## src/hdl/fpmds_pkg.sv

```systemverilog
`default_nettype none
// ---------------------------------------------------------------------------
// fpmds_pkg: shared types and constants
// Word types, operation codes and limits for the fixed-point unit.
// ---------------------------------------------------------------------------
package fpmds_pkg;

	localparam int unsigned NumCells = 32;
	localparam int unsigned WordW = 32;

	typedef enum logic [2:0] {
		OP_FIXMUL  = 3'd0,
		OP_FRACMUL = 3'd1,
		OP_FIXDIV  = 3'd2,
		OP_FRACDIV = 3'd3,
		OP_URATIO  = 3'd4,
		OP_SQRT    = 3'd5
	} op_t;

	localparam logic [31:0] PosMax = 32'h7fffffff;
	localparam logic [31:0] NegMax = 32'h80000000;

	typedef struct packed {
		logic [2:0]  op;
		logic [31:0] a;
		logic [31:0] b;
	} in_word_t;

	typedef struct packed {
		logic [31:0] result;
		logic        clamped;
	} out_word_t;

	// Word carried from cell to cell down the chain
	typedef struct packed {
		logic        vld;
		logic [2:0]  op;
		logic        neg;
		logic        zdiv;
		logic        aneg;
		logic [63:0] rem;   // divide: remainder, sqrt: remaining radicand
		logic [63:0] num;   // divide: numerator bits still to shift in
		logic [33:0] den;   // divisor (divide) or unused
		logic [63:0] quo;   // quotient / root bits so far
		logic [63:0] prod;  // multiply result passed through
	} cell_t;

endpackage
`default_nettype wire

```

## src/hdl/fpmds_front.sv

```systemverilog
`default_nettype none
// ---------------------------------------------------------------------------
// fpmds_front: operand preparation
// Magnitudes, signs, multiply product and initial chain word.
// ---------------------------------------------------------------------------
module fpmds_front import fpmds_pkg::*; (
	input  wire logic     clk,
	input  wire logic     arst_n,
	input  wire logic     en,
	input  wire logic     in_vld,
	input  in_word_t      in_w,
	output cell_t         head_s1
);
	logic [32:0] ma, mb;
	logic [63:0] prod;
	logic        sgn;
	cell_t       c;

	// magnitudes of two's complement operands, raw for unsigned ops
	always_comb begin
		sgn = (in_w.op == OP_URATIO) || (in_w.op == OP_SQRT);
		ma  = (!sgn && in_w.a[31]) ? 33'h100000000 - {1'b0, in_w.a} : {1'b0, in_w.a};
		mb  = (!sgn && in_w.b[31]) ? 33'h100000000 - {1'b0, in_w.b} : {1'b0, in_w.b};
		prod = {32'd0, ma[31:0]} * {32'd0, mb[31:0]};
		c = '0;
		c.vld  = in_vld;
		c.op   = in_w.op;
		c.neg  = !sgn && (in_w.a[31] ^ in_w.b[31]);
		c.aneg = in_w.a[31];
		c.zdiv = (in_w.b == '0);
		c.prod = prod;
		c.den  = {1'b0, mb};
		// numerator n is ma<<16 or ma<<30, held as 2n; root radicand is a<<30
		unique case (in_w.op) inside
			OP_FIXDIV, OP_URATIO: c.num = {14'd0, ma, 17'd0};
			OP_FRACDIV:           c.num = {ma, 31'd0};
			OP_SQRT:              c.num = {2'b00, in_w.a, 30'd0};
			default:              c.num = '0;
		endcase
	end

	always_ff @(posedge clk or negedge arst_n) begin
		if (!arst_n) begin
			head_s1 <= '0;
		end else if (en) begin
			head_s1 <= c;
		end
	end
endmodule
`default_nettype wire

```

## config.mk

```make
export PLATFORM = sky130hd
export DESIGN_NAME = fpmds_front
export DESIGN_NICKNAME = d
export VERILOG_FILES = /design/src/hdl/fpmds_pkg.sv /design/src/hdl/fpmds_front.sv
export SDC_FILE = /design/constraint.sdc
export NUM_CORES = 2
export LEC_CHECK = 0
export ABC_AREA = 1
export BUFFER_PORTS_ARGS = -buffer_cell sky130_fd_sc_hd__buf_4
export CAP_MARGIN = 15
export CORE_ASPECT_RATIO = 1.1
export CORE_MARGIN = 3
export CORE_UTILIZATION = 64
export CTS_CLUSTER_SIZE = 14
export DETAILED_ROUTE_END_ITERATION = 10
export GPL_TIMING_DRIVEN = 0
export PLACE_DENSITY = 0.84
export SYNTH_ARGS = -nofsm -noshare
export SYNTH_HDL_FRONTEND = slang
export SYNTH_SLANG_ARGS = --single-unit
```

## constraint.sdc

```tcl
create_clock -name clk -period 0.8 [get_ports clk]
set_input_delay 0.04 -clock clk [delete_from_list [all_inputs] [get_ports clk]]
set_output_delay 0.04 -clock clk [all_outputs]
set_load 0.005 [all_outputs]
```

==> impl_results.md, run 1 <==
- Inserted Clock Buffers: 17
- Row count: 99
- Synth Register Bits: 151
- Starting Density: ~65%
- Largest net degree at the start of global routing: 92
- Mean post-synth cell area: ~7.6 µm²
- Largest cells by area after synthesis: fa_1 (41%), nand2_1 (13%), inv_1 (11%), dfrtp_1 (8.7%), ha_1 (7.6%)
- H-tree Lvls: 4
- Die Y: ~280 µm
- Hpwl dp: around 150000 µm
- Seq/Total Area, Yosys: under 10%
- Root Driver: clkbuf_16
- Clk sinks: approximately 150
- Mapped cell area: around 0.043 mm²
- Share of the synthesized area in the top cell type: 41.3%
- Grt ovf: 324
- # port buffers: between 200 and 250
- Die X: roughly 250 µm
- Synth warnings: 0
- Total Routing Usage GR: 75.9%
- Leading area contributor after synthesis: fa_1
- Err: [ERROR GRT-0232] Routing congestion too high. Check the congestion heatmap in the GUI.
- Clock Path Buffers: 2
- Placed insts: 6904
- Cell count after synthesis: approximately 5.7k
- Status: aborted with a tool error
- GPL Wtd Cong: ~1.2
- Stop stage: 5_1_grt
- IO Pins: roughly 370
- Unique masters post-synth: 46
-- synthesized netlist by cell type, drive strengths merged --
cell type / number
a21boi: 1
a21o: 1
a21oi: 54
a22oi: 3
a31oi: 3
and2: 4
buf: 298
clkbuf: 61
clkinv: 4
conb: 1
dfrtp: 151
fa: 896
ha: 265
inv: 1323
nand2: 1502
nand3: 156
nand3b: 16
nand4: 21
nor2: 699
nor3: 20
nor4: 3
o21ai: 117
o21bai: 10
o22ai: 9
o31ai: 3
or2: 6
or3: 1
xnor2: 23
xor2: 29
-- cell families after synthesis --
| kind of cell | count (synthesis) | share of synthesized area [%] |
|---|---|---|
| flops | 151 | 8.70 |
| xor+xnor | 52 | 1.24 |
| other cells | 1 | 0.00863 |
| buf+inv | 1686 | 16.5 |
| simple gates | 2428 | 22.1 |
| compound gates | 201 | 2.50 |
| fa+ha+maj | 1161 | 48.9 |
-- per-stage QoR --
stage / utilization [%] / instance area (µm²) / setup slack (ns) / hold slack [ns]
after floorplan: - / 45300 / -6.17 / -0.256
after detailed placement: 71.9 / 48000 / -8.29 / 0.152
after CTS: 82.3 / 54900 / -6.41 / -0.376
after global placement: 71.9 / 48000 / -8.24 / 0.254
-- per-layer routing --
metal	global-route usage, %	overflow
met2	91.1	160
met5	35.6	0
met1	76.5	17
met4	72.1	136
met3	62.6	11
-- repair_timing --
action / in CTS
endpoints found under the hold margin: 113
setup buffers: 225
pin swaps: 413
hold buffers: 17
resized for setup: 1134
endpoints found under the setup margin: 302
gates cloned: 3
==> inputs of run 2 (changes only) <==
Settings changed: CORE_ASPECT_RATIO 1.1 to not set, CORE_UTILIZATION 64 to 40, CTS_CLUSTER_SIZE 14 to not set, PLACE_DENSITY 0.84 to not set, PLACE_DENSITY_LB_ADDON set to 0.15.
==> run 2 against run 1 <==
  * Area after synthesis is the same
  * The flow now finishes, with violations (negative hold slack, negative setup slack)
  * Synthesized cell count did not move
==> impl_results.md, run 2 <==
- RR Startpoint: head_s1[224]$_DFFE_PN0P_
- Worst-skew pair later-pin latency: ~0.5 ns
- Worst-Margin Slew: 1.15 ns
- Setup_tns: -453.24 ns
- Unique masters post-synth: 46
- CP max-delay cell: fa_2
- Routed Wire Length: between 150000 and 200000 µm
- Non-filler instance count after layout: 7788
- Drt wl/cell: approximately 25 µm
- Largest cells by area after synthesis: fa_1 (41%), nand2_1 (13%), inv_1 (11%), dfrtp_1 (8.7%), ha_1 (7.6%)
- DIE AREA: ~0.11 mm²
- Max_cap viols: 0
- Synth-to-Final Area Change: 31.9%
- Inserted Clock Buffers: 17
- Initial antenna violation count: 13
- DRC: 0
- Final min period: roughly 7.5 ns
- Share of the synthesized area in the top cell type: 41.3%
- Grt ovf: 0
- First-pass detailed-route iteration total: 6
- Via Count: 40.5k
- Post-synthesis compound-gate area fraction: under 10%
- GPL Wtd Cong: ~1.0
- Hold Path Class: primary input to asynchronous set/reset pin
- CP startpoint: in_w[32]
- Synth top cells by count: nand2_1 (1483), inv_1 (1291), fa_1 (896)
- Placed insts: between 7k and 8k
- Cells on worst reg2reg path: 2
- Share of layout cells above drive strength 1: 29.4%
- Regs by FF count: head_s1: 151 flops
- Endpoints failing hold: 156
- Synth Area in Adders: a little under 50%
- Global-route wire length before repair: about 280000 µm
- Post-synthesis mux area share: 0%
- Slack of the worst reg-to-reg path: around 0.05 ns
- Die X: ~340 µm
- Worst setup EP type: flop
- Place WS: -8.37 ns
- Seq/Total Area, Yosys: 8.70%
- CP Data Required Time: 1.19 ns
- Synth Area in XOR/XNOR: under 10%
- Post-synth ARST share: 100%
- Core Region: ~0.11 mm²
- Mapped cell area: 0.0434 mm²
- Status: finished, violations left
- Total Routing Usage GR: a little over a third
- Vias/cell: 5.20
- Crit path kind: primary input to flop
- Cell count after synthesis: ~5.7k
- # port buffers: 220
- First DRT Iteration DRCs: ~3.8k
- Violated checks: negative hold slack, negative setup slack
- Biggest register: head_s1
- Max reg flops: between 150 and 200
- Starting Density: between 40% and 50%
- Leading area contributor after synthesis: fa_1
- Clk sinks: ~150
- CP Data Arrival Time: around 7.9 ns
- Largest family of logic cells by synthesized area: adder cells
- Simple-Gate Fraction of Synth Area: 22.1%
- Period utilization: 940%
- Row count: 120
- Hpwl dp: approximately 160000 µm
- Die Y: 336 µm
- Synth warnings: 0
- Largest net degree at the start of global routing: ~110
- Endpoints failing setup: 300
- Nets: 7594
- IO Pins: around 370
- Max Fclk: roughly 0.13 GHz
- Post-route antenna net violation count: 0
- Ys flop type: dfrtp_1
- Slew headroom: 23.4%
- Clock Path Buffers: 2
- CP endpoint: head_s1[50]$_DFFE_PN0P_
- Worst Skew: 0 ns
- Synth Register Bits: roughly 150
- Most frequent cells in the layout: nand2_1 (1194), inv_1 (1159), fa_1 (801)
- Final WS setup: -6.72 ns
- RSZ-0062 raised after global routing: yes
- Vias in the first global route: around 41k
- # hold bufs at CTS: 18
- Commonest non-fill, non-tap cell in the layout: nand2_1
- Top-count cell post-synth: nand2_1
- Final Slew Violations: 0
- Worst-path clk slew: around 0.09 ns
- R2R Path End: head_s1[224]$_DFFE_PN0P_
- TritonCTS clock tree: built
- Number of synthesized flops with an enable pin: 0
- Largest stage delay on the critical path: about 0.63 ns
- Hold_ws: -0.582 ns
- Startpoint Class: primary input
- H-tree Lvls: 4
- Mean post-synth cell area: roughly 7.6 µm²
- Root Driver: clkbuf_16
- Crit path max fanout: 4
[run 2: cell counts after synthesis]
Identical to the previous run, type by type.
[run 2: worst min path at each step]
stage                                     to  startpoint  depth (start not counted)  slack, ns
floorplan             head_s1[0]$_DFFE_PN0P_      arst_n                          0      -0.26
global placement    head_s1[296]$_DFFE_PN0P_      in_vld                          3       0.25
detailed placement   head_s1[45]$_DFFE_PN0P_      arst_n                          1      -0.04
CTS                  head_s1[62]$_DFFE_PN0P_      arst_n                          1      -0.60
global route         head_s1[61]$_DFFE_PN0P_      arst_n                          1      -0.57
finish               head_s1[62]$_DFFE_PN0P_      arst_n                          1      -0.58
[run 2: final cells by class]
cell class / instances / area [µm²]
tap: 1403 / 1760
timing repair buffer: 518 / 4700
antenna: 10 / 25.0
clock inverter: 14 / 164
fill: 10000 / 50000
clock buffer: 18 / 439
inverter: 1327 / 5250
buffer: 359 / 3340
sequential: 151 / 3780
multi-input combinational: 3988 / 37900
[run 2: per-layer routing]
metal / GRT usage (%) / up-vias / part of all wire (%)
met1: 45.5 / 20300 / 39
li1: - / 17500 / -
met4: 17.7 / 4 / 6.4
met5: 0 / - / 0.018
met3: 11.9 / 492 / 12
met2: 52.2 / 2259 / 43
[run 2: cells by family after synthesis]
group	after synthesis
compound gates	201
xor+xnor	52
fa+ha+maj	1161
buf+inv	1686
flops	151
other cells	1
simple gates	2428
[run 2: through the flow]
step / util (%) / area (µm²)
2_1_floorplan: - / 45300
3_3_place_gp: 45.3 / 48700
3_5_place_dp: 45.4 / 48700
4_1_cts: 51.7 / 55500
5_1_grt: 53.4 / 57300
6_report: 53.4 / 57300
[run 2: repair_timing]
action | in CTS | in global routing
pin swaps | 282 | 262
setup buffers | 265 | 66
endpoints found under the setup margin | 302 | 300
cloned | 2 | 1
hold endpoints to repair | 175 | 91
gates resized for setup | 1019 | 429
[run 2: worst max-delay path: cells and delay by family]
kind / cells / cell delay, ns
AOI/OAI and AO/OA: 1 / 0.15
buffers and inverters: 14 / 1.30
xor gates and xnor gates: 1 / 0.17
and+or+nand+nor: 14 / 1.45
adders and majority gates: 10 / 4.74
Power of run 2 is not shown: default switching activity piles up to over one toggle a cycle in this logic, so the estimate is an artifact.
