==> src/hdl/fpmds_pkg.sv <==
`default_nettype none
// ---------------------------------------------------------------------------
// fpmds_pkg: shared types and constants
// Word types, operation codes and limits for the fixed-point unit.
// ---------------------------------------------------------------------------
package fpmds_pkg;

	localparam int unsigned NumCells = 32;
	localparam int unsigned WordW = 32;

	typedef enum logic [2:0] {
		OP_FIXMUL  = 3'd0,
		OP_FRACMUL = 3'd1,
		OP_FIXDIV  = 3'd2,
		OP_FRACDIV = 3'd3,
		OP_URATIO  = 3'd4,
		OP_SQRT    = 3'd5
	} op_t;

	localparam logic [31:0] PosMax = 32'h7fffffff;
	localparam logic [31:0] NegMax = 32'h80000000;

	typedef struct packed {
		logic [2:0]  op;
		logic [31:0] a;
		logic [31:0] b;
	} in_word_t;

	typedef struct packed {
		logic [31:0] result;
		logic        clamped;
	} out_word_t;

	// Word carried from cell to cell down the chain
	typedef struct packed {
		logic        vld;
		logic [2:0]  op;
		logic        neg;
		logic        zdiv;
		logic        aneg;
		logic [63:0] rem;   // divide: remainder, sqrt: remaining radicand
		logic [63:0] num;   // divide: numerator bits still to shift in
		logic [33:0] den;   // divisor (divide) or unused
		logic [63:0] quo;   // quotient / root bits so far
		logic [63:0] prod;  // multiply result passed through
	} cell_t;

endpackage
`default_nettype wire

==> src/hdl/fpmds_back.sv <==
`default_nettype none
// ---------------------------------------------------------------------------
// fpmds_back: rounding, sign and saturation
// Turns the chain tail into the result word.
// ---------------------------------------------------------------------------
module fpmds_back import fpmds_pkg::*; (
	input  cell_t     tail,
	output out_word_t res
);
	logic [63:0] q;
	logic        flg;
	logic [31:0] r;

	always_comb begin
		q = '0;
		flg = 1'b0;
		r = '0;
		case (tail.op)
			OP_FIXMUL:  q = (tail.prod + 64'h8000) >> 16;
			OP_FRACMUL: q = (tail.prod + 64'h20000000) >> 30;
			// quotient of 2n by d; round = (q+1)>>1
			default:    q = (tail.quo + 64'd1) >> 1;
		endcase
		if (tail.op == OP_SQRT) begin
			// root carries 32 fractional bits: keep one, round half up (no exact ties)
			r = 32'(((tail.quo >> 31) + 64'd1) >> 1);
		end else if ((tail.op == OP_FIXDIV || tail.op == OP_FRACDIV) && tail.zdiv) begin
			flg = 1'b1;
			r = tail.aneg ? NegMax : PosMax;
		end else if (tail.op == OP_URATIO && tail.zdiv) begin
			flg = 1'b1;
			r = PosMax;
		end else if (tail.op <= OP_URATIO) begin
			if (!tail.neg) begin
				if (q > 64'(PosMax)) begin
					flg = 1'b1;
					r = PosMax;
				end else begin
					r = q[31:0];
				end
			end else if (q > 64'(NegMax)) begin
				flg = 1'b1;
				r = NegMax;
			end else begin
				r = 32'd0 - q[31:0];
			end
		end
		res.result = r;
		res.clamped = flg;
	end
endmodule
`default_nettype wire
==> config.mk <==
export PLATFORM = sky130hd
export DESIGN_NAME = fpmds_back
export DESIGN_NICKNAME = d
export VERILOG_FILES = /design/src/hdl/fpmds_pkg.sv /design/src/hdl/fpmds_back.sv
export SDC_FILE = /design/constraint.sdc
export NUM_CORES = 1
export LEC_CHECK = 0
export BUFFER_PORTS_ARGS = -buffer_cell sky130_fd_sc_hd__buf_2
export CAP_MARGIN = 15
export CORE_MARGIN = 8
export CORE_UTILIZATION = 49
export DETAILED_ROUTE_END_ITERATION = 10
export MAX_ROUTING_LAYER = met4
export PLACE_DENSITY = 0.86
export SLEW_MARGIN = 20
export SYNTH_ARGS = -nofsm -noshare
export SYNTH_HDL_FRONTEND = slang
export SYNTH_SLANG_ARGS = --single-unit
==> constraint.sdc <==
create_clock -name vclk -period 11
set_input_delay 1.1 -clock vclk [all_inputs]
set_output_delay 1.1 -clock vclk [all_outputs]
set_load 0.1 [all_outputs]
==> results of run 1 <==
[cell usage after synthesis (6+ instances only)]
| master | count | area share [%] |
|---|---|---|
| o31a_1 | 8 | 1.1 |
| nor4_2 | 6 | 1.2 |
| xnor2_1 | 72 | 10 |
| nor4_1 | 46 | 4.6 |
| mux2i_1 | 9 | 1.4 |
| nor3b_1 | 7 | 0.85 |
| o22ai_1 | 12 | 1.2 |
| a31oi_1 | 7 | 0.70 |
| and4_1 | 16 | 2.3 |
| o31ai_1 | 7 | 0.85 |
| a21o_1 | 6 | 0.72 |
| inv_1 | 19 | 1.1 |
| o21ai_0 | 28 | 2.3 |
| xor2_1 | 57 | 8.0 |
| nand2b_1 | 8 | 0.81 |
| o22ai_2 | 6 | 1.2 |
| buf_2 | 20 | 1.6 |
| ha_1 | 6 | 1.2 |
| a21oi_1 | 42 | 3.4 |
| nor2_1 | 75 | 4.5 |
| a211oi_1 | 9 | 1.1 |
| nand4_1 | 57 | 5.7 |
| or4_1 | 11 | 1.3 |
| and3_1 | 18 | 1.8 |
| or2_2 | 9 | 0.91 |
| o21ai_1 | 13 | 1.0 |
| and2_1 | 9 | 0.91 |
| nor3_1 | 53 | 4.3 |
| clkbuf_1 | 35 | 2.1 |
| o21a_1 | 6 | 0.72 |
| nand3_1 | 53 | 4.3 |
| o221ai_1 | 10 | 1.4 |
| or3_1 | 10 | 1.0 |
| nand2_1 | 95 | 5.7 |
[stage by stage]
step	utilization [%]	std cells	hold slack (ns)	instance area, um2
detailed placement	55.08	1218	2.824	6894
CTS	55.08	1218	2.826	6894
global placement	55.08	1218	2.821	6894
floorplan	-	959	2.545	6217
global route	55.30	1223	2.856	6922
finish	55.30	1223	2.850	6922
[power by group through the flow]
stage	Sequential, W	Clock [W]	Combinational [W]
floorplan	0	0	0.000245
global placement	0	0	0.000336
detailed placement	0	0	0.000337
CTS	0	0	0.000339
global route	0	0.0000000000609	0.000363
finish	0	0.0000000000610	0.000348
[area by class of cell]
type / instances / area, um2 / share of cell area [%]
Multi-Input combinational cell: 871 / 5832 / 84.26
Timing Repair Buffer: 156 / 790.8 / 11.42
Tap cell: 172 / 215.2 / 3.109
Inverter: 19 / 71.32 / 1.030
Antenna cell: 5 / 12.51 / 0.1808
[cells by family (layout without fill, tap and decap cells)]
family | count (synthesis) | after routing | synth area share, %
other | 0 | 5 | 0
xor gates and xnor gates | 129 | 129 | 18.17
muxes | 13 | 13 | 2.173
adders and majority gates | 6 | 6 | 1.207
AOI/OAI and AO/OA | 216 | 216 | 25.34
buffers and inverters | 88 | 175 | 6.520
and+or+nand+nor | 507 | 507 | 46.59
[final timing paths]
kind	from	endpoint
worst min-delay path	tail[291]	res[0]
worst max-delay path	tail[64]	res[3]
[layer usage]
metal  vias to the layer above  wire length [um]  track usage [%]
met1                      3901             11530            44.15
met3                        86              3389            4.592
li1                       3874                 -                -
met5                         -                 0                -
met2                       679             11720            48.25
met4                         0              1241            13.96
[worst max-delay path, delay by kind of cell]
| kind | cells | cell delay [ns] |
|---|---|---|
| fa+ha+maj | 1 | 0.22 |
| simple gates | 7 | 3.04 |
| buf+inv | 2 | 0.48 |
| compound gates | 4 | 1.24 |
==> metrics.txt, run 1 <==
outcome completed; total gr overflow 0; CP Capture Type primary output; Switching Share 74.92%; number of global-route vias before repair 7629; Int Pwr 0.00008723 W; initial antenna violation count 5; clock power share 0%; routed vias/inst 6.983; Layout fillers 1303; Final ANT Viol Nets 0; row count 41; Peak VDD IR 21.83 uV; final hold viol count 0; RD Place Congestion 1.049; Die Ht 128.6 um; Slew @ Worst Pin 1.153 ns; most common cell after layout, fill and taps aside buf_2; Initial Util 49.67%; Area Overhead vs Synth 11.33%; FFs & Latches 0; post-synth net total 1262; Remaining DRCs 0; first-pass GRT wire length 42500 um; CLK BUF 0; 1st-pass router iterations 7; Synth Cell Area 6217 um2; post-place setup slack 3.981 ns; max-slew violation count 0; crit path DAT 6.11 ns; post_cts resized 0; setup violators final 0; synthesized area per cell 6.483 um2; hold path depth 4; RSZ-0062 raised after global routing no; post-synthesis sequential area ratio 0%; final wirelength 27890 um; layout cells sized above 1 21.32%; slowest stage cell, crit path or4_1; crit start category input pin; crit path kind in -> out; Core ar. 12520 um2; Post-CTS Setup Bufs 0; Cells after Synth 959; Chip Width 128.6 um; CP most frequent cell buf_2; Die ar. 16550 um2; port bufs 152; CP peak stage delay 0.89 ns; Gate power share 100.0%; pin count of the biggest net entering global routing 31; synth unique cells 86; Fmax 138.8 MHz; gr usage total 32.93%; synth warn 0; Routed WL per cell 22.80 um; routed vias 8540; IO Pins 330; Detail Placement HPWL 22620 um; max_cap viols 0; P_sw 0.0002606 W; Final period util 65.50%; drt initial violations 1415; Hold WC Path Type in -> out; commonest cells after routing, fill and taps aside buf_2 (152), nand2_1 (95), nor2_1 (75); setup slack after layout 3.795 ns; leakage power 2.335 nW; total power draw 0.0003479 W; Final nets 1351; Seq pwr share 0%; crit path time final 7.205 ns; register area 0 um2; Rel. slew slack 23.16%; CTS Hold Bufs 0; critical path peak fanout 16; CP required 9.90 ns; crit-path cells buf_2, ha_1, and3_1, nand4bb_2, nor4_4, nand2_1, a2111oi_0, nor2b_1, nor4_1, a21oi_1, or4_1, o22ai_1, o221ai_1, buf_2; Power Dens Cells 50.26 nW/um2; setup TNS 0 ns
(Power assumes the default switching activity.)
==> run 2, diff against run 1 <==
--- a/config.mk
+++ b/config.mk
@@ -8,10 +8,10 @@
 export BUFFER_PORTS_ARGS = -buffer_cell sky130_fd_sc_hd__buf_2
 export CAP_MARGIN = 15
 export CORE_MARGIN = 8
-export CORE_UTILIZATION = 49
+export CORE_UTILIZATION = 48
 export DETAILED_ROUTE_END_ITERATION = 10
 export MAX_ROUTING_LAYER = met4
-export PLACE_DENSITY = 0.86
+export PLACE_DENSITY = 0.85
 export SLEW_MARGIN = 20
 export SYNTH_ARGS = -nofsm -noshare
 export SYNTH_HDL_FRONTEND = slang
==> constraint.sdc (replaced) <==
create_clock -name vclk -period 6.65
set_input_delay 0.665 -clock vclk [all_inputs]
set_output_delay 0.665 -clock vclk [all_outputs]
set_load 0.1 [all_outputs]
==> run 2 against run 1 <==
  * Global-route usage down 1.6 points
  * Die area up 1.8%
  * Sequential share of layout area unchanged
  * Via count down 0.11%
  * Final area up 1.2%
  * Combinational power up 64%
  * Highest routed layer unchanged
==> metrics.txt, run 2 (synthesized netlist as in run 1, its figures left out) <==
final wirelength 27150 um; Post-CTS Setup Bufs 0; Detail Placement HPWL 22150 um; register area 0 um2; Core ar. 12620 um2; Final Util 55.49%; IO Pins 330; port bufs 152; Routed WL per cell 21.98 um; non-filler cells, final 1235; post_cts resized 0; routed vias/inst 6.908; crit path time final 6.070 ns; RD Place Congestion 1.056; hold worst-path end res[0]; max_cap viols 0; CP Capture Type primary output; setup violators final 0; crit path DAT 5.40 ns; crit start category input pin; Peak VDD IR 38.44 uV; most common cell after layout, fill and taps aside buf_2; Rel. slew slack 25.02%; Chip Width 129.8 um; row count 41; RSZ-0062 raised after global routing no; Power Dens Cells 81.72 nW/um2; pin count of the biggest net entering global routing 31; critical path peak fanout 10; Die Ht 129.8 um; Final period util 91.27%; final hold viol count 0; gr usage total 31.36%; CLK BUF 0; commonest cells after routing, fill and taps aside buf_2 (152), nand2_1 (95), nor2_1 (75); Slew @ Worst Pin 1.125 ns; max-slew violation count 0; total gr overflow 0; Area Overhead vs Synth 12.64%; 1st-pass router iterations 6; CTS Hold Bufs 0; total power draw 0.0005723 W; Final nets 1363; setup TNS 0 ns; hold path depth 4; Initial Util 49.27%; layout cells sized above 1 22.02%; crit path kind in -> out; first-pass GRT wire length 41200 um; routed vias 8531; Remaining DRCs 0; Fmax 164.8 MHz; Placed Cells 1230; Hold WC Path Type in -> out; multi-input logic area 5823 um2; drt initial violations 1400; Final ANT Viol Nets 0; leakage power 2.392 nW; initial antenna violation count 5; hold wc startpoint tail[291]; FFs & Latches 0; number of global-route vias before repair 7521; CP required 5.98 ns; Layout fillers 1343; outcome completed; Die ar. 16850 um2
[run 2: changes by cell type in the layout (fill, tap and decap cells not counted)]
cell and change:
a211oi_1 +3, a211oi_2 -3, buf_4 +12, nor4_2 +1, nor4_1 -1
[run 2: layout make-up]
type                       count  area share, %
antenna                        5         0.1787
timing repair buffer         168          12.58
multi-input combinational    871          83.15
tap                          172          3.073
inverter                      19          1.018
[run 2: metrics by stage]
step                      cell area, um2  hold WS [ns]  setup slack, ns
final                               7003         1.943           0.5803
after global routing                7003         1.963           0.4454
after CTS                           6990         1.934           0.7630
after detailed placement            6990         1.933           0.7883
after global placement              6990         1.936           0.7642
after floorplan                     6223         1.675           0.1065
[run 2: power by group]
part / internal, W / switching (W) / total (W)
sequential: 0 / 0 / 0
combinational: 0.000146 / 0.000426 / 0.000572
clock: 0.000000000101 / 0 / 0.000000000101
[run 2: per-layer routing]
layer / vias to the layer above / global-route usage, % / wire length (um)
met5: - / - / 0
met4: 0 / 11.48 / 1077
met3: 71 / 3.182 / 3397
met2: 644 / 45.54 / 11350
met1: 3930 / 43.74 / 11330
li1: 3886 / - / -
[run 2: worst max path at each step]
stage | end | slack [ns] | start
floorplan | res[15] | 0.11 | tail[15]
CTS | res[0] | 0.76 | tail[15]
global placement | res[28] | 0.76 | tail[15]
detailed placement | res[0] | 0.79 | tail[15]
global route | res[28] | 0.45 | tail[16]
finish | res[0] | 0.58 | tail[15]
[run 2: worst max-delay path: stages]
cell,delay (ns)
buf_2,0.11
ha_1,0.20
nand3_1,0.21
or4_1,0.70
nor4_4,0.28
xnor2_1,0.14
a222oi_1,0.94
and3_1,0.26
nand4_1,0.10
nor4_1,0.31
or4_1,0.40
buf_4,0.26
o21ai_1,0.09
a21oi_1,0.27
buf_2,0.48
==> run 3, diff against run 2 <==
--- a/config.mk
+++ b/config.mk
@@ -10,6 +10,7 @@
 export CORE_MARGIN = 8
 export CORE_UTILIZATION = 48
 export DETAILED_ROUTE_END_ITERATION = 10
+export GPL_ROUTABILITY_DRIVEN = 0
 export MAX_ROUTING_LAYER = met4
 export PLACE_DENSITY = 0.85
 export SLEW_MARGIN = 20
==> constraint.sdc (replaced) <==
create_clock -name vclk -period 6.65
set_input_delay 1.33 -clock vclk [all_inputs]
set_output_delay 1.33 -clock vclk [all_outputs]
set_load 0.1 [all_outputs]
==> run 3 against run 2 <==
  * Hold slack improved by 1.3 ns
  * Non-clock buffer count up 64
  * Flip-flop and latch count unchanged
  * Cell count rose by 5.1%
  * Combinational power increased by 23%
  * Core utilization up 9.6 points
  * Setup slack got worse by 0.47 ns
==> metrics.txt, run 3 (synthesized netlist as in run 1, its figures left out) <==
Remaining DRCs 0; Core ar. 12620 um2; clock power share 0%; FFs & Latches 0; Gate power share 100.0%; P_sw 0.0004583 W; gr usage total 31.71%; met1 layer usage reported by global route 40.64%; critical path peak fanout 7; CP most frequent cell buf_4; commonest cells after routing, fill and taps aside buf_2 (121), nand2_1 (95), buf_4 (79); final hold viol count 0; Final Util 65.13%; total power draw 0.0007009 W; outcome completed; 1st-pass router iterations 6; routed vias 8972; initial antenna violation count 2; Power Dens Cells 85.28 nW/um2; Chip Width 129.8 um; first-pass GRT wire length 42540 um; pin count of the biggest net entering global routing 24; met2 usage 46.13%; Peak VDD IR 44.84 uV; Die ar. 16850 um2; Initial Util 49.27%; max-slew violation count 0; routed vias/inst 6.912; Die Ht 129.8 um; total gr overflow 0; CLK BUF 0; Rel. slew slack 34.89%; row count 41; crit start category input pin; Final ANT Viol Nets 0; Area Overhead vs Synth 32.20%; IO Pins 330; max_cap viols 0; crit path kind in -> out; slowest stage cell, crit path a221o_2; leakage power 2.889 nW; setup TNS 0 ns; Fmax 153.0 MHz; Slew @ Worst Pin 0.9684 ns; CTS Hold Bufs 0; Seq pwr share 0%; port bufs 152; Hold WC Path Type in -> out; Final nets 1427; Routed WL per cell 21.11 um; Detail Placement HPWL 22800 um; most common cell after layout, fill and taps aside buf_2; crit path DAT 5.21 ns; Switching Share 65.38%; CP required 5.32 ns; GR peak layer met2; number of global-route vias before repair 8244; CP peak stage delay 0.56 ns; finished layout cell area 8219 um2; register area 0 um2; setup violators final 0; Area after DPL 8102 um2; CP Capture Type primary output; met3 usage 6.487%; layout cells sized above 1 29.50%; Final period util 98.30%; crit path time final 6.537 ns; final wirelength 27410 um; crit-path cells buf_2, nand3_1, buf_4, nor4_2, buf_4, or4b_1, mux2i_2, a211oi_1, nor4_1, nand3_1, o21ai_2, a31oi_1, a221o_2, buf_4, a211oi_4, buf_12; final hold slack 3.209 ns; Int Pwr 0.0002426 W; drt initial violations 1646
run 3: changes by cell type in the layout (fill, tap and decap cells not counted), moves of 6 or more:
| cell | before | now |
|---|---|---|
| nor4_1 | 45 | 38 |
| buf_4 | 16 | 79 |
| nor4_2 | 7 | 13 |
| buf_12 | 0 | 32 |
| buf_2 | 152 | 121 |
run 3: layer usage:
metal | share of wire, % | wire, um
met1 | 39 | 10560
met5 | 0 | 0
met4 | 6.3 | 1718
met3 | 14 | 3967
met2 | 41 | 11160
run 3: stage by stage:
step	instances	setup slack, ns
final	1298	0.1130
after detailed placement	1292	-0.02477
after global placement	1292	0.06677
after CTS	1292	0.009754
after global routing	1296	-0.05876
after floorplan	959	-0.3368
run 3: worst max-delay path, delay by kind of cell:
| family | cells | cell delay, ns |
|---|---|---|
| AO/OA/AOI/OAI | 5 | 1.25 |
| AND/OR/NAND/NOR | 5 | 1.44 |
| multiplexers | 1 | 0.25 |
| buffers and inverters | 5 | 0.93 |
run 3: cell type report:
type | count | area [um2]
inverter | 19 | 71.32
fill | 1097 | 4400
tap | 172 | 215.2
antenna | 4 | 10.01
timing repair buffer | 232 | 1839
multi-input combinational | 871 | 6083
run 3: final timing paths:
check / from / end / slack (ns) / cells past startpoint
worst min-delay path: tail[291] / res[0] / 3.21 / 4
worst max-delay path: tail[75] / res[14] / 0.11 / 16
run 3: power groups by stage:
| stage | combinational [W] | clock, W | sequential, W |
|---|---|---|---|
| final | 0.000701 | 0.0000000000805 | 0 |
| after global routing | 0.000729 | 0.0000000000402 | 0 |
| after CTS | 0.000680 | 0 | 0 |
| after detailed placement | 0.000678 | 0 | 0 |
| after floorplan | 0.000422 | 0 | 0 |
| after global placement | 0.000668 | 0 | 0 |
run 3: what timing repair did:
item / in CTS / in global routing
endpoints found under the setup margin: 2 / 30
buffers inserted: 0 / 2
resized for setup: 3 / 16
pin swaps: 0 / 6
