===== src/hdl/fpmds_pkg.sv =====
`default_nettype none
// ---------------------------------------------------------------------------
// fpmds_pkg: shared types and constants
// Word types, operation codes and limits for the fixed-point unit.
// ---------------------------------------------------------------------------
package fpmds_pkg;

	localparam int unsigned NumCells = 32;
	localparam int unsigned WordW = 32;

	typedef enum logic [2:0] {
		OP_FIXMUL  = 3'd0,
		OP_FRACMUL = 3'd1,
		OP_FIXDIV  = 3'd2,
		OP_FRACDIV = 3'd3,
		OP_URATIO  = 3'd4,
		OP_SQRT    = 3'd5
	} op_t;

	localparam logic [31:0] PosMax = 32'h7fffffff;
	localparam logic [31:0] NegMax = 32'h80000000;

	typedef struct packed {
		logic [2:0]  op;
		logic [31:0] a;
		logic [31:0] b;
	} in_word_t;

	typedef struct packed {
		logic [31:0] result;
		logic        clamped;
	} out_word_t;

	// Word carried from cell to cell down the chain
	typedef struct packed {
		logic        vld;
		logic [2:0]  op;
		logic        neg;
		logic        zdiv;
		logic        aneg;
		logic [63:0] rem;   // divide: remainder, sqrt: remaining radicand
		logic [63:0] num;   // divide: numerator bits still to shift in
		logic [33:0] den;   // divisor (divide) or unused
		logic [63:0] quo;   // quotient / root bits so far
		logic [63:0] prod;  // multiply result passed through
	} cell_t;

endpackage
`default_nettype wire


===== src/hdl/fpmds_cell.sv =====
`default_nettype none
// ---------------------------------------------------------------------------
// fpmds_cell: one step of the divide / root chain
// Divide: two quotient bits per cell by restoring steps on 2n / d.
// Root: two result bits per cell (one bit pair of radicand each step).
// ---------------------------------------------------------------------------
module fpmds_cell import fpmds_pkg::*; (
	input  wire logic clk,
	input  wire logic arst_n,
	input  wire logic en,
	input  cell_t     prev,
	output cell_t     nxt_q
);
	cell_t c;
	logic [65:0] t;
	logic [65:0] rr;

	// two dependent steps per cell
	always_comb begin
		c = prev;
		rr = '0;
		t = '0;
		for (int k = 0; k < 2; k++) begin
			if (c.op == OP_SQRT) begin
				// radicand bit pair from top of num
				rr = {c.rem[63:0], c.num[63:62]};
				t  = rr - {c.quo[63:0], 2'b01};
				c.num = {c.num[61:0], 2'b00};
				if (!t[65]) begin
					c.rem = t[63:0];
					c.quo = {c.quo[62:0], 1'b1};
				end else begin
					c.rem = rr[63:0];
					c.quo = {c.quo[62:0], 1'b0};
				end
			end else begin
				rr = {1'b0, c.rem, c.num[63]};
				t  = rr - {32'd0, c.den};
				c.num = {c.num[62:0], 1'b0};
				if (!t[65]) begin
					c.rem = t[63:0];
					c.quo = {c.quo[62:0], 1'b1};
				end else begin
					c.rem = rr[63:0];
					c.quo = {c.quo[62:0], 1'b0};
				end
			end
		end
	end

	always_ff @(posedge clk or negedge arst_n) begin
		if (!arst_n) begin
			nxt_q <= '0;
		end else if (en) begin
			nxt_q <= c;
		end
	end
endmodule
`default_nettype wire


===== config.mk =====
export PLATFORM = sky130hd
export DESIGN_NAME = fpmds_cell
export DESIGN_NICKNAME = d
export VERILOG_FILES = /design/src/hdl/fpmds_pkg.sv /design/src/hdl/fpmds_cell.sv
export SDC_FILE = /design/constraint.sdc
export NUM_CORES = 1
export LEC_CHECK = 0
export BUFFER_PORTS_ARGS = -buffer_cell sky130_fd_sc_hd__buf_2
export CORE_MARGIN = 3
export CORE_UTILIZATION = 52
export CTS_BUF_LIST = sky130_fd_sc_hd__clkbuf_4
export DETAILED_ROUTE_END_ITERATION = 10
export PLACE_DENSITY_LB_ADDON = 0.15
export SETUP_SLACK_MARGIN = 0.15
export SLEW_MARGIN = 20
export SYNTH_ARGS = -nofsm -noshare
export SYNTH_HDL_FRONTEND = slang
export SYNTH_SLANG_ARGS = --single-unit

===== constraint.sdc =====
create_clock -name clk -period 0.8 [get_ports clk]
set_input_delay 0.08 -clock clk [delete_from_list [all_inputs] [get_ports clk]]
set_output_delay 0.08 -clock clk [all_outputs]
set_load 0.01 [all_outputs]

==> results of run 1 <==
-- metal layers --
metal / GRT usage, % / overflow
met1: 78.1 / 2
met2: 91.4 / 33
met3: 65.5 / 3
met4: 72.5 / 42
met5: 49.2 / 0
-- cell families after synthesis --
logic type	count (synthesis)	synth area share (%)
muxes	217	8.65
other	1	0.0135
buffers and inverters	342	4.99
adders and majority gates	198	8.99
and+or+nand+nor	1127	18.9
DFF	295	26.6
xor gates and xnor gates	209	6.63
AOI/OAI and AO/OA	1068	25.2
-- metrics by stage --
step	util, %	hold slack, ps	setup slack, ps	instances	setup TNS, ps
2_1_floorplan	-	-216	-6250	3458	-474760
3_5_place_dp	80.1	-65.6	-6530	5832	-571650
3_3_place_gp	80.1	-66.5	-6390	5832	-558020
4_1_cts	91.0	-268	-5000	6321	-672220
-- synthesized netlist by cell type, types with 14 or more instances --
library cell / count / area [um2]
nor3_1: 59 / 295
a211o_1: 14 / 123
dfrtp_1: 295 / 7380
and2_1: 17 / 106
ha_1: 196 / 2450
o21bai_1: 32 / 240
o21ai_1: 23 / 115
nor2_1: 310 / 1160
and3_1: 21 / 131
nand3_1: 60 / 300
nor4_1: 19 / 119
inv_1: 148 / 556
o21a_1: 27 / 203
a21o_1: 100 / 751
o31ai_1: 17 / 128
buf_2: 20 / 100
nand4_1: 57 / 357
clkbuf_1: 145 / 544
mux2i_1: 39 / 390
nand2b_1: 30 / 188
o221ai_1: 20 / 175
o211ai_1: 32 / 240
nand2_1: 418 / 1570
xor2_1: 82 / 718
o21ai_0: 187 / 936
buf_1: 15 / 56.3
a31oi_1: 105 / 657
or3_1: 37 / 231
a211oi_1: 58 / 435
nor2b_1: 34 / 213
a21oi_1: 298 / 1490
mux2_2: 177 / 1990
xnor2_1: 126 / 1100
-- repair_timing --
item,CTS
gates cloned,5
hold endpoints to repair,580
setup endpoints to repair,590
buffers inserted,115
hold buffers,235
gates resized for setup,306
pin swaps,90
==> results.toml, run 1 <==
[logic_synthesis]
syn_area_mm2 = 0.0277
synth_edf_count = 0
yosysSeqAreaShare_pct = 26.6
async_reset_ff_share_pct = 100
syn_inst = 3457
ys_warn_count = 0
ys_seq_elements = 295
synth.distinct_cells = 103
synthFlopType = "dfrtp_1"
syn_avg_cell_area_um2 = 8.02

[grt]
grt_overflow_total = 80
groute.usage.overall_pct = 77.6
grt_pass1_vias = 49800
grt_pass1_wl_um = 329000
grt_max_degree = 75

[floorplanning]
die_height_um = 237
io_pins = 597
initial_core_util_pct = 53.3
die_w_um = 237
rows = 83

[clock_tree]
cts_sinks = 295
cts_max_level = 3
cts-root-buf = "clkbuf_4"
cts-buffers-inserted = 79
clk_path_buf_depth = 3

[outcome]
status = "stopped before the end"
lastStage = "global routing (5_1_grt)"
toolErrorMsg = "[ERROR GRT-0116] Global routing finished with congestion. Check the congestion regions in the DRC Viewer."

[place]
gp_congestion = 1.06
dpl.hpwl_um = 112000
port_buffers = 594
placed_cell_area_mm2 = 0.0417
==> inputs of run 2 (changes only) <==
--- a/config.mk
+++ b/config.mk
@@ -7,11 +7,9 @@
 export LEC_CHECK = 0
 export BUFFER_PORTS_ARGS = -buffer_cell sky130_fd_sc_hd__buf_2
 export CORE_MARGIN = 3
-export CORE_UTILIZATION = 52
-export CTS_BUF_LIST = sky130_fd_sc_hd__clkbuf_4
+export CORE_UTILIZATION = 40
 export DETAILED_ROUTE_END_ITERATION = 10
 export PLACE_DENSITY_LB_ADDON = 0.15
-export SETUP_SLACK_MARGIN = 0.15
 export SLEW_MARGIN = 20
 export SYNTH_ARGS = -nofsm -noshare
 export SYNTH_HDL_FRONTEND = slang
==> constraint.sdc (replaced) <==
create_clock -name clk -period 1.05 [get_ports clk]
set_input_delay 0.105 -clock clk [delete_from_list [all_inputs] [get_ports clk]]
set_output_delay 0.105 -clock clk [all_outputs]
set_load 0.01 [all_outputs]
==> results.toml, run 2 <==
[worst_setup_path]
max_stage_delay_ps = 500
start_kind = "primary input"
required_ps = 1500
r2r_start = "nxt_q[260]$_DFFE_PN0P_"
crit_type = "primary input to flip-flop"
arrival_ps = 6910
worstPathMaxFanout = 6
rr_worst_depth = 3
r2r_setup_slack_ps = -10
critical-path-slowest-cell = "o41a_1"
critPathCaptureType = "flip-flop"
r2r-end = "nxt_q[260]$_DFFE_PN0P_"

[logic_synthesis]
synth.most_common_cell = "nand2_1"
ys_warn_count = 0
syn_area_mm2 = 0.0277
synth_top_area_share_pct = 26.6
syn_inst = 3457
async_reset_ff_share_pct = 100
synth_edf_count = 0
synth_top_area_cell = "dfrtp_1"
synth_common_cells = "nand2_1 (418), nor2_1 (310), a21oi_1 (298)"
ys_seq_elements = 295
yosysSeqAreaShare_pct = 26.6
synthFlopType = "dfrtp_1"
synth_area_leaders = "dfrtp_1 (27%), ha_1 (8.8%), mux2_2 (7.2%), nand2_1 (5.7%), a21oi_1 (5.4%)"
syn_avg_cell_area_um2 = 8.02
synth.distinct_cells = 103

[grt]
grt_pass1_vias = 35300
grt_pass1_wl_um = 210000
grt_overflow_total = 0
antenna_found_initial = 6
grt_max_degree = 57
groute.usage.overall_pct = 36.8

[route]
route.met3.wl_um = 15700
drtIter0Drc = 3555
drtAntennaViolNets = 0
drc_errors = 0
wl_met1_um = 60100
routed.top_layer = "met5"
drt_wl_total_um = 150000
drt-pass1-iter-count = 6
routedWlPerCell_um = 22.9
wl_met2_um = 65600
via_per_inst = 5.68
vias = 37300

[final_layout]
syn_to_final_growth_pct = 80.1
largest_reg_flops = 295
reg.largest.list = "nxt_q: 295 flops"
final_core_util_pct = 73.6
final_cell_mix = "buf_4 (1,383), buf_2 (439), nand2_1 (338)"
final_layout_size_suffix_gt1_share_pct = 48.8
multi_input_area_mm2 = 0.0211
finalNetCount = 6111
largest_register = "nxt_q"
layout.area.seq_mm2 = 0.00739
layout_commonest_cell = "buf_4"
nFillCells = 4900

[sta]
clock-skew-final_ps = 0
relSlewSlack_pct = 56.5
post-route-min-period_ps = 6460
setup_viol = 369
worst_pin_slew_ps = 646
setup_ws_ps = -5410
final-max-slew-violation-count = 0
fin_crit_sh_pct = 615
hold_viol_final = 0
max_freq_mhz = 155
rsz0062_at_grt = "yes"

[place]
port_buffers = 594
gp_congestion = 1.00
dpl.hpwl_um = 107000

[min_path]
hold_path_end = "nxt_q[128]$_DFFE_PN0P_"
hold_path_class = "primary input to flip-flop"
hold_depth = 3
hp-start = "prev[128]"

[floorplanning]
coreArea_mm2 = 0.0679
die_height_um = 269
initial_core_util_pct = 40.8
io_pins = 597
design.die.area_mm2 = 0.0725
rows = 95
die_w_um = 269

[power]
ir_drop_mv = 1.19
p_per_area_mw_per_mm2 = 1400
power_uw = 70000
p_leak_uw = 0.0240

[outcome]
status = "finished, violations left"
violations = "setup timing"

[clock_tree]
clk_path_buf_depth = 3
path_clk_slew_ps = 60
cts-buffers-inserted = 37
insertion_delay_ps = 570
cts_tree = "done"
cts_sinks = 295
cts-root-buf = "clkbuf_16"
cts_max_level = 2

[flow_run]
maxCapViolCount = 0
## run 2: critical path, delay by kind of cell
family / cells / cell delay (ps)
and+or+nand+nor: 3 / 580
buffers and inverters: 6 / 800
xor gates and xnor gates: 1 / 200
adders and majority gates: 2 / 520
AOI/OAI and AO/OA: 20 / 4310
muxes: 1 / 340
## run 2: final cells by class
class,instances,share of cell area [%]
Multi-Input combinational cell,2821,42.2
Timing Repair Buffer,2308,36.9
Sequential cell,295,14.8
Tap cell,921,2.31
Clock buffer,47,1.99
Inverter,150,1.18
Clock inverter,20,0.579
Antenna cell,5,0.0251
## run 2: power by group
part | internal (uW) | leakage (uW) | switching (uW)
registers | 13000 | 0.00343 | 1470
logic | 21100 | 0.0199 | 20300
clock network | 8060 | 0.000625 | 5960
## run 2: through the flow
step	setup TNS, ps	setup WS, ps	hold slack (ps)	cell area, um2	instances
global placement	-490260	-6320	-64.3	41200	6026
finish	-396870	-5410	27.3	49900	6567
CTS	-388800	-5100	0.262	46600	6413
detailed placement	-499970	-6420	-62.7	41200	6026
floorplan	-420730	-6020	-191	28700	3458
global route	-409810	-5470	8.12	49900	6564
## run 2: how the worst max path moves through the flow
stage,start,endpoint,cells past startpoint
finish,prev[64],nxt_q[246]$_DFFE_PN0P_,33
global route,prev[248],nxt_q[246]$_DFFE_PN0P_,33
CTS,prev[64],nxt_q[282]$_DFFE_PN0P_,31
detailed placement,prev[124],nxt_q[288]$_DFFE_PN0P_,33
global placement,prev[124],nxt_q[288]$_DFFE_PN0P_,33
floorplan,prev[64],nxt_q[260]$_DFFE_PN0P_,35
## run 2: logic make-up after synthesis
logic type	after synthesis	synth area share, %
buffers and inverters	342	4.99
adder cells (fa/ha/maj)	198	8.99
AO/OA/AOI/OAI	1068	25.2
XOR/XNOR	209	6.63
other	1	0.0135
multiplexers	217	8.65
flip-flops	295	26.6
AND/OR/NAND/NOR	1127	18.9
## run 2: timing repair
action,in CTS,in global routing
endpoints found under the hold margin,535,0
resized for setup,229,488
hold buffers,231,0
pin swaps,80,121
cloned,7,12
setup buffers,83,142
setup endpoints to repair,414,425
## run 2: metal layers
layer | vias up | global-route usage, %
met5 | - | 0
met3 | 488 | 8.66
met1 | 17800 | 48.8
met4 | 4 | 14.9
met2 | 2115 | 57.7
li1 | 16900 | -
Note: power is estimated with default switching activity, not from simulation.
==> inputs of run 3 (changes only) <==
--- a/config.mk
+++ b/config.mk
@@ -5,11 +5,13 @@
 export SDC_FILE = /design/constraint.sdc
 export NUM_CORES = 1
 export LEC_CHECK = 0
+export ABC_AREA = 0
 export BUFFER_PORTS_ARGS = -buffer_cell sky130_fd_sc_hd__buf_2
 export CORE_MARGIN = 3
 export CORE_UTILIZATION = 40
 export DETAILED_ROUTE_END_ITERATION = 10
 export PLACE_DENSITY_LB_ADDON = 0.15
+export SKIP_LAST_GASP = 1
 export SLEW_MARGIN = 20
 export SYNTH_ARGS = -nofsm -noshare
 export SYNTH_HDL_FRONTEND = slang
==> results.toml, run 3 (synthesis results as in run 2) <==
[outcome]
status = "finished, violations left"
violations = "setup timing"

[worst_setup_path]
crit_start = "prev[64]"
critPathCaptureType = "flip-flop"
max_stage_delay_ps = 490
required_ps = 1570
rr_worst_depth = 3
start_kind = "primary input"
crit_top_cell = "a21o_1"
arrival_ps = 6900
crit_type = "primary input to flip-flop"
r2r_start = "nxt_q[260]$_DFFE_PN0P_"
worstPathMaxFanout = 6
critical-path-slowest-cell = "or3_4"

[floorplanning]
die_w_um = 269
design.die.area_mm2 = 0.0725
die_height_um = 269
coreArea_mm2 = 0.0679
initial_core_util_pct = 40.8
io_pins = 597
rows = 95

[final_layout]
final_cell_mix = "buf_4 (1,379), buf_2 (443), nand2_1 (346)"
finalNetCount = 6091
reg.largest.list = "nxt_q: 295 flops"
layout_commonest_cell = "buf_4"
final_layout_size_suffix_gt1_share_pct = 47.9
nFillCells = 5010
syn_to_final_growth_pct = 78.2
largest_reg_flops = 295
stdcell_count = 6550
largest_register = "nxt_q"

[power]
p_per_area_mw_per_mm2 = 1400
pwr-share-comb_pct = 58.8
ir_drop_mv = 1.19
power.share.clock_pct = 20.2
power.internal_uw = 41700
power.switching_uw = 27400
power_uw = 69200
pwr-share-seq_pct = 21.0
p_leak_uw = 0.0238
sw_frac_of_total_pct = 39.7

[clock_tree]
cts_sinks = 295
clk_path_buf_depth = 3
cts_tree = "done"
cts-buffers-inserted = 37
cts_max_level = 2
insertion_delay_ps = 570
cts-root-buf = "clkbuf_16"
path_clk_slew_ps = 60

[grt]
grt_pass1_wl_um = 209000
grt_pass1_vias = 35200
groute.usage.overall_pct = 36.7
grt_overflow_total = 0
grt_max_degree = 57
antenna_found_initial = 9

[place]
gp_congestion = 1.00
port_buffers = 594
dpl.hpwl_um = 107000
place_inst = 6026
place_ws_ps = -6420

[sta]
hold_ws_ps = 33.0
worst_pin_slew_ps = 676
final-max-slew-violation-count = 0
hold_viol_final = 0
max_freq_mhz = 157
setup-tns-final_ps = -391860
setup_ws_ps = -5330
clock-skew-final_ps = 0
fin_crit_sh_pct = 608
rsz0062_at_grt = "yes"
post-route-min-period_ps = 6380
setup_viol = 369
relSlewSlack_pct = 54.5

[route]
via_per_inst = 5.66
drc_errors = 0
drt_wl_total_um = 149000
routedWlPerCell_um = 22.8
drtAntennaViolNets = 0
drt-pass1-iter-count = 6
drtIter0Drc = 3614
vias = 37100

[flow_run]
maxCapViolCount = 0

[min_path]
hold_path_class = "primary input to flip-flop"
hp-start = "prev[128]"
hold_depth = 3
==> run 3: cell count changes in the layout (fill, tap and decap cells not counted), sizes merged <==
cell and delta:
bufbuf -1, buf -16, clkbuf -3, diode +3
==> run 3: metal layers <==
metal  track usage, %  part of all wire, %  vias to the layer above
li1                 -                    -                    16900
met1             48.9                   40                    17600
met2             57.7                   44                     2097
met3             8.35                   11                      480
met5                0                    0                        -
met4             14.6                  5.6                        0
==> run 3: path summary, 6_finish.rpt <==
path	end	slack [ps]
min in group asynchronous	nxt_q[236]$_DFFE_PN0P_	140
max in group asynchronous	nxt_q[77]$_DFFE_PN0P_	160
setup reg to reg	nxt_q[260]$_DFFE_PN0P_	-20
hold / removal	nxt_q[128]$_DFFE_PN0P_	30
setup / recovery	nxt_q[282]$_DFFE_PN0P_	-5330
hold reg to reg	nxt_q[86]$_DFFE_PN0P_	500
==> run 3: cell type report <==
cell class,instances,area [um2],share of cell area (%)
diodes,8,20.0,0.0405
flip-flops and latches,295,7390,15.0
repair buffers,2288,18100,36.7
well taps,921,1150,2.33
inverters,150,588,1.19
multi-input cells,2821,20900,42.2
clock buffers,47,993,2.01
clock inverters,20,289,0.585
==> run 3: what timing repair did <==
action                                  CTS  global route
endpoints found under the setup margin  414           445
cloned                                    7             9
hold endpoints to repair                535             0
gates resized for setup                 168           472
pin swaps                                77           111
buffers inserted                         83           131
hold buffers                            231             0
==> run 3: stage by stage <==
| step | utilization, % | instance area (um2) |
|---|---|---|
| 2_1_floorplan | - | 28700 |
| 3_3_place_gp | 60.8 | 41200 |
| 3_5_place_dp | 60.8 | 41200 |
| 4_1_cts | 68.3 | 46300 |
| 5_1_grt | 72.8 | 49400 |
| 6_report | 72.8 | 49400 |
==> run 3: power groups by stage <==
stage	combinational [uW]	sequential (uW)	clock, uW
after floorplan	15700	14800	0
after global placement	32300	14300	0
after detailed placement	32500	14300	0
after CTS	35200	14100	14000
after global routing	43000	14600	14600
final	40600	14500	14000
==> run 3: worst max-delay path, delay by kind of cell <==
kind                       cells  cell delay [ps]
buffers and inverters          9             1150
and+or+nand+nor                6             1710
adders and majority gates      2              450
AOI/OAI and AO/OA             19             3440
